### src/sv/integer_to_ascii_digits_unit_defines.svh
// Assertion helpers; the enclosing module supplies i_clk and i_rst_n.
`ifndef INTEGER_TO_ASCII_DIGITS_UNIT_DEFINES_SVH
`define INTEGER_TO_ASCII_DIGITS_UNIT_DEFINES_SVH

// same-cycle implication
`define ITAD_ASSERT_NOW(label, ante, cons) \
    label: assert property (@(posedge i_clk) disable iff (!i_rst_n) (ante) |-> (cons)) \
        else $error("itad assertion failed");

// next-cycle implication
`define ITAD_ASSERT_NEXT(label, ante, cons) \
    label: assert property (@(posedge i_clk) disable iff (!i_rst_n) (ante) |=> (cons)) \
        else $error("itad assertion failed");

`endif

### src/sv/itad_pkg.sv
`default_nettype none

package itad_pkg;

    localparam int DATA_WIDTH = 32;
    localparam int MAX_CHARS  = 11;

    // decimal digits of 2^(DATA_WIDTH-1), hex digits of a full word
    localparam int DEC_DIGITS = (DATA_WIDTH * 1233) / 4096 + 1;
    localparam int HEX_DIGITS = (DATA_WIDTH + 3) / 4;
    localparam int NUM_DIGITS = (DEC_DIGITS > HEX_DIGITS) ? DEC_DIGITS : HEX_DIGITS;
    localparam int DIG_BITS   = 4 * NUM_DIGITS;
    localparam int REM_MAX    = (NUM_DIGITS > MAX_CHARS) ? NUM_DIGITS : MAX_CHARS;
    localparam int REM_W      = $clog2(REM_MAX + 1);
    localparam int CNT_W      = $clog2(DATA_WIDTH);

    localparam logic [6:0] CH_ZERO  = 7'h30;
    localparam logic [6:0] CH_ALPHA = 7'h57;
    localparam logic [6:0] CH_MINUS = 7'h2d;

    localparam logic ACT_DEC = 1'b0;
    localparam logic ACT_HEX = 1'b1;

    typedef logic [DATA_WIDTH-1:0] t_word;
    typedef logic [DIG_BITS-1:0]   t_digits;

    typedef struct packed {
        logic    done;
        logic    neg;
        t_digits digs;
    } t_conv;

endpackage

`default_nettype wire

### src/sv/itad_dabble.sv
`default_nettype none

module itad_dabble (
    input  wire               i_clk,
    input  wire               i_rst_n,
    input  wire               i_start,
    input  wire               i_action,
    input  itad_pkg::t_word   i_value,
    output logic              o_busy,
    output itad_pkg::t_conv   o_conv
);
    import itad_pkg::*;

    typedef enum logic {
        S_IDLE,
        S_CONV
    } t_state;

    t_state             r_state;
    logic               r_done;
    logic               r_neg;
    t_word              r_mag;
    t_digits            r_digs;
    logic [CNT_W-1:0]   r_cnt;
    t_digits            n_adj;

    // add-3 correction on every BCD digit before the shift
    always_comb begin
        for (int k = 0; k < NUM_DIGITS; k++) begin
            if (r_digs[4*k +: 4] >= 4'd5) begin
                n_adj[4*k +: 4] = r_digs[4*k +: 4] + 4'd3;
            end else begin
                n_adj[4*k +: 4] = r_digs[4*k +: 4];
            end
        end
    end

    always_ff @(posedge i_clk) begin
        if (!i_rst_n) begin
            r_state <= S_IDLE;
            r_done  <= 1'b0;
            r_neg   <= 1'b0;
        end else begin
            r_done <= 1'b0;
            case (r_state)
                S_IDLE: begin
                    if (i_start) begin
                        if (i_action == ACT_HEX) begin
                            r_digs <= DIG_BITS'(i_value);
                            r_neg  <= 1'b0;
                            r_done <= 1'b1;
                        end else begin
                            r_digs  <= '0;
                            r_neg   <= i_value[DATA_WIDTH-1];
                            r_mag   <= i_value[DATA_WIDTH-1] ?
                                       (~i_value) + DATA_WIDTH'(1) : i_value;
                            r_cnt   <= CNT_W'(DATA_WIDTH - 1);
                            r_state <= S_CONV;
                        end
                    end
                end
                S_CONV: begin
                    r_digs <= {n_adj[DIG_BITS-2:0], r_mag[DATA_WIDTH-1]};
                    r_mag  <= {r_mag[DATA_WIDTH-2:0], 1'b0};
                    r_cnt  <= r_cnt - CNT_W'(1);
                    if (r_cnt == '0) begin
                        r_done  <= 1'b1;
                        r_state <= S_IDLE;
                    end
                end
                default: r_state <= S_IDLE;
            endcase
        end
    end

    assign o_busy      = (r_state != S_IDLE) || r_done;
    assign o_conv.done = r_done;
    assign o_conv.neg  = r_neg;
    assign o_conv.digs = r_digs;

endmodule

`default_nettype wire

### src/sv/itad_emit.sv
`default_nettype none

module itad_emit (
    input  wire               i_clk,
    input  wire               i_rst_n,
    input  itad_pkg::t_conv   i_conv,
    output logic              o_busy,
    output logic              o_valid,
    output logic [6:0]        o_char_code,
    output logic              o_last
);
    import itad_pkg::*;

    typedef enum logic [1:0] {
        S_IDLE,
        S_SKIP,
        S_SIGN,
        S_DIGIT
    } t_state;

    t_state             r_state;
    t_digits            r_digs;
    logic [REM_W-1:0]   r_rem;
    logic               r_neg;
    logic               r_valid;
    logic [6:0]         r_char;
    logic               r_last;
    logic [3:0]         n_top;
    logic [6:0]         n_char;
    logic               n_skip;

    assign n_top  = r_digs[DIG_BITS-1 -: 4];
    assign n_char = (n_top < 4'd10) ? CH_ZERO + 7'(n_top) : CH_ALPHA + 7'(n_top);
    // drop leading zeros, and the oldest digits when the text would overflow
    assign n_skip = ((n_top == 4'd0) && (r_rem > REM_W'(1))) ||
                    (r_rem > REM_W'(MAX_CHARS));

    always_ff @(posedge i_clk) begin
        if (!i_rst_n) begin
            r_state <= S_IDLE;
            r_valid <= 1'b0;
            r_last  <= 1'b0;
        end else begin
            r_valid <= 1'b0;
            r_last  <= 1'b0;
            case (r_state)
                S_IDLE: begin
                    if (i_conv.done) begin
                        r_digs  <= i_conv.digs;
                        r_neg   <= i_conv.neg;
                        r_rem   <= REM_W'(NUM_DIGITS);
                        r_state <= S_SKIP;
                    end
                end
                S_SKIP: begin
                    if (n_skip) begin
                        r_digs <= {r_digs[DIG_BITS-5:0], 4'd0};
                        r_rem  <= r_rem - REM_W'(1);
                    end else if (r_neg && (r_rem < REM_W'(MAX_CHARS))) begin
                        r_state <= S_SIGN;
                    end else begin
                        r_state <= S_DIGIT;
                    end
                end
                S_SIGN: begin
                    r_valid <= 1'b1;
                    r_char  <= CH_MINUS;
                    r_state <= S_DIGIT;
                end
                S_DIGIT: begin
                    r_valid <= 1'b1;
                    r_char  <= n_char;
                    r_last  <= (r_rem == REM_W'(1));
                    r_digs  <= {r_digs[DIG_BITS-5:0], 4'd0};
                    r_rem   <= r_rem - REM_W'(1);
                    if (r_rem == REM_W'(1)) begin
                        r_state <= S_IDLE;
                    end
                end
                default: r_state <= S_IDLE;
            endcase
        end
    end

    assign o_busy      = (r_state != S_IDLE);
    assign o_valid     = r_valid;
    assign o_char_code = r_char;
    assign o_last      = r_last;

`include "integer_to_ascii_digits_unit_defines.svh"

    `ITAD_ASSERT_NOW(a_last_has_valid, r_last, r_valid)
    `ITAD_ASSERT_NOW(a_minus_not_last, r_valid && (r_char == CH_MINUS), !r_last)
    `ITAD_ASSERT_NEXT(a_final_digit_ends, (r_state == S_DIGIT) && (r_rem == REM_W'(1)),
        (r_state == S_IDLE) && r_last)
    `ITAD_ASSERT_NOW(a_rem_in_range, r_state != S_IDLE, r_rem <= REM_W'(NUM_DIGITS))

endmodule

`default_nettype wire

### src/sv/integer_to_ascii_digits_unit.sv
`default_nettype none

// Converts one 32-bit word to ASCII text, most significant character first, one
// character per o_valid strobe with o_last on the final one. i_action 0 gives signed
// decimal with a leading minus, 1 gives lower-case hex; no leading zeros, zero gives
// "0". A word is taken when i_start is high and o_busy low. Decimal runs a bit-serial
// double dabble over the DATA_WIDTH bits; hex loads the nibbles straight from the word.
// Leading zeros are then dropped one digit per cycle and the text leaves one character
// per cycle. Skipped zeros and emitted digits together always number NUM_DIGITS,
// whatever the value. The next word can be taken on the cycle of the last character.
// Characters cannot be held off: the receiver must take each word on the cycle its
// strobe is high.
module integer_to_ascii_digits_unit (
    input  wire         i_clk,
    input  wire         i_rst_n,
    input  wire         i_start,
    input  wire         i_action,
    input  wire  [31:0] i_value,
    output logic        o_busy,
    output logic        o_valid,
    output logic [6:0]  o_char_code,
    output logic        o_last
);
    import itad_pkg::*;

    t_conv   w_conv;
    logic    w_conv_busy;
    logic    w_emit_busy;
    t_word   w_value;

    assign w_value = DATA_WIDTH'(i_value);
    assign o_busy  = w_conv_busy || w_emit_busy;

    itad_dabble u_dabble (
        .i_clk    (i_clk),
        .i_rst_n  (i_rst_n),
        .i_start  (i_start && !o_busy),
        .i_action (i_action),
        .i_value  (w_value),
        .o_busy   (w_conv_busy),
        .o_conv   (w_conv)
    );

    itad_emit u_emit (
        .i_clk       (i_clk),
        .i_rst_n     (i_rst_n),
        .i_conv      (w_conv),
        .o_busy      (w_emit_busy),
        .o_valid     (o_valid),
        .o_char_code (o_char_code),
        .o_last      (o_last)
    );

endmodule

`default_nettype wire
### config.mk
export PLATFORM = sky130hd
export DESIGN_NAME = integer_to_ascii_digits_unit
export DESIGN_NICKNAME = d
export VERILOG_FILES = /design/src/sv/itad_pkg.sv /design/src/sv/itad_dabble.sv /design/src/sv/itad_emit.sv /design/src/sv/integer_to_ascii_digits_unit.sv
export VERILOG_INCLUDE_DIRS = /design/src /design/src/sv
export SDC_FILE = /design/constraint.sdc
export NUM_CORES = 1
export LEC_CHECK = 0
export BUFFER_PORTS_ARGS = -buffer_cell sky130_fd_sc_hd__clkbuf_2
export CAP_MARGIN = 40
export CORE_UTILIZATION = 65
export DETAILED_ROUTE_END_ITERATION = 10
export PLACE_DENSITY_LB_ADDON = 0.3
export SYNTH_ARGS = -nofsm -noshare
export SYNTH_HDL_FRONTEND = slang
export SYNTH_SLANG_ARGS = --single-unit
### constraint.sdc
create_clock -name i_clk -period 19.2 [get_ports i_clk]
set_input_delay 0 -clock i_clk [delete_from_list [all_inputs] [get_ports i_clk]]
set_output_delay 0 -clock i_clk [all_outputs]
set_load 0.1 [all_outputs]
==> impl_metrics.tcl <==
set metrics [dict create \
    layout-drive-gt1-share_pct 17.6 \
    arrival_ns 2.65 \
    cp_max_fo 44 \
    maxSlewHeadroom_pct 40.4 \
    endpoint_kind "flip-flop" \
    grt_max_degree 98 \
    n_fill_cell 699 \
    ios 46 \
    totalWireLength_mm 16.5 \
    clock_power_share_pct 31.1 \
    startpoint_type "flip-flop" \
    hp-class "in -> reg" \
    path_clk_slew_ns 0.05 \
    drc 0 \
    synth_top_flop_cell "edfxtp_1" \
    maxSlewViolCount 0 \
    clock_latency_ns 0.42 \
    overflow 0 \
    ir_worst_vdd_mv 0.101 \
    timing.fmax_ghz 0.385 \
    fin_skew_ns 0.00563 \
    worstMarginPinSlew_ns 0.894 \
    synth_area_mm2 0.00771 \
    seq_area_frac_synth_pct 52.1 \
    drtPass1Iterations 5 \
    status "finished, final reports clean" \
    cts_buffer_depth 2 \
    coreArea_mm2 0.0115 \
    crit_family "buffers and inverters" \
    cap_violations 0 \
    setup_viol 0 \
    cts_sinks 136 \
    n_antenna_cell 0 \
    post-place-cells 828 \
    critPathSlowestCell "buf_4" \
    final_nets 790 \
    wl_per_cell_um 18.8 \
    portBuffers 45 \
    hold_violations 0 \
    cp_slowest_stage_delay_ns 0.54 \
    setup.worst_path.class "reg -> reg" \
    gp_congestion 0.868 \
    regArea_mm2 0.00402 \
    final_common_cell "edfxtp_1" \
    timing.critical_path.buf_inv 2 \
    fin_ws_ns 16.60 \
    yosys_register_bits 136 \
    cts_root_buf "clkbuf_16" \
    htreeDepth 4 \
    vias_per_cell 6.35 \
    cp_data_required_time_ns 19.25 \
    synthToLayoutAreaGrowth_pct 13.8 \
    grt_pass1_vias 5478 \
    cts_tree "yes" \
    power_density_mw_per_mm2 118 \
    synthArstFlopShare_pct 0 \
    internal_power_uw 720 \
    final_cell_mix "129 x edfxtp_1, 56 x nand2_1, 45 x clkbuf_2" \
    drtIter0Drc 513 \
    cts_resized 0 \
    synthCells 668 \
    antenna_found_initial 0 \
    design_area_mm2 0.00877 \
    synth-edff-count 129 \
    syn_avg_cell_area_um2 11.5 \
    track_usage_pct 28.0 \
    stdcell_count 877 \
    switching_power_uw 311 \
    tns_ns 0 \
    p_comb_share_pct 26.8 \
    post-route-min-period_ns 2.60 \
    syn-num-nets 736 \
    synth_cell_types 63 \
    ys_warn_count 0 \
    die_area_mm2 0.0123 \
    p_leak_nw 3.28 \
    place_area_mm2 0.00802 \
    dpl.hpwl_mm 10.9 \
    fp.dieW_um 111 \
    grt_setup_unrepaired "false" \
    die_h_um 111 \
    timing.final.crit_share_pct 13.5 \
    worstPathCellList "inv_1 -> ha_1 -> nor3b_1 -> a21o_1 -> nand2_1 -> a2111oi_2 -> buf_4" \
    multi_input_area_mm2 0.00337 \
    place_ws_ns 16.62 \
    start_util_pct 67.2 \
    p_seq_share_pct 42.0 \
    fin_total_pwr_mw 1.03 \
    antenna_left 0 \
    via_count 5570 \
    grt_first_pass_wirelength_mm 26.8 \
    num_rows 39 \
    cts_made_buffers 17 \
    switching_share_pct 30.2 \
]
-- per-layer routing --
layer  track usage (%)  vias to the layer above  wire [um]
met5                 0                        -          0
met4              9.51                        0        244
met3              6.40                       31        972
met2              45.8                      217       8130
met1              37.0                     2713       7130
li1                  -                     2609          -
-- registers in the layout, summed over array words and instances, names as in the netlist --
register            cells
u_emit.r_neg            1
u_emit.r_rem            4
u_dabble.r_digs        40
u_dabble.r_state        1
u_emit.o_last           1
u_dabble.r_cnt          5
u_dabble.r_mag         32
u_emit.o_char_code      7
u_emit.o_valid          1
u_emit.r_digs          40
u_dabble.r_done         1
u_emit.r_state          2
u_dabble.r_neg          1
-- final cells by class --
| type | instances | area share, % |
|---|---|---|
| well taps | 143 | 2.04 |
| multi-input cells | 459 | 38.4 |
| clock buffers | 21 | 5.02 |
| repair buffers | 70 | 5.68 |
| inverters | 38 | 1.63 |
| clock inverters | 10 | 1.47 |
| flip-flops and latches | 136 | 45.8 |
-- metrics by stage --
step | hold slack [ns] | utilization, %
6_report | 0.00852 | 76.5
5_1_grt | 0.0162 | 76.5
4_1_cts | 0.000621 | 76.5
2_1_floorplan | 0.118 | -
3_3_place_gp | 0.304 | 69.4
3_5_place_dp | 0.314 | 70.0
-- power groups by stage --
stage	clock, mW	sequential, mW	combinational [mW]
3_3_place_gp	0	0.436	0.246
6_report	0.321	0.434	0.277
4_1_cts	0.321	0.433	0.276
2_1_floorplan	0	0.440	0.201
3_5_place_dp	0	0.438	0.270
5_1_grt	0.334	0.439	0.301
-- worst paths after layout --
path | startpoint | end | slack (ns) | cells after the start
setup / recovery | u_emit.r_digs[37] | u_emit.r_digs[29] | 16.60 | 7
hold reg to reg | u_dabble.r_neg | u_emit.r_neg | 0.45 | 0
setup reg to reg | u_emit.r_digs[37] | u_emit.r_digs[29] | 16.60 | 7
hold / removal | i_value[0] | u_dabble.r_mag[0] | 0.009 | 3
-- worst min-delay path: stages --
cell      delay, ns
clkbuf_2       0.10
inv_1          0.08
nor2_1         0.07
-- cell families after synthesis --
family | after synthesis | synth area share (%)
AO/OA/AOI/OAI | 139 | 13.3
XOR/XNOR | 36 | 4.09
adder cells (fa/ha/maj) | 32 | 5.19
buffers and inverters | 73 | 4.59
flip-flops | 136 | 52.1
multiplexers | 50 | 7.11
other | 1 | 0.0486
AND/OR/NAND/NOR | 201 | 13.6
-- cells in the mapped netlist (16+ instances only) --
library cell	n	area share, %
clkbuf_1	20	0.97
mux2_2	38	5.6
nand2b_1	16	1.3
o21ai_0	29	1.9
ha_1	32	5.2
nand2_1	56	2.7
edfxtp_1	129	50
xnor2_1	20	2.3
inv_1	38	1.9
nor2_1	43	2.1
a22o_1	30	3.4
xor2_1	16	1.8
-- what timing repair did --
item | CTS | global route
buffers inserted | 0 | 0
endpoints found under the setup margin | 0 | 0
hold buffers | 18 | 0
hold endpoints to repair | 24 | 0
No activity file was read; power rests on OpenSTA's default activity.
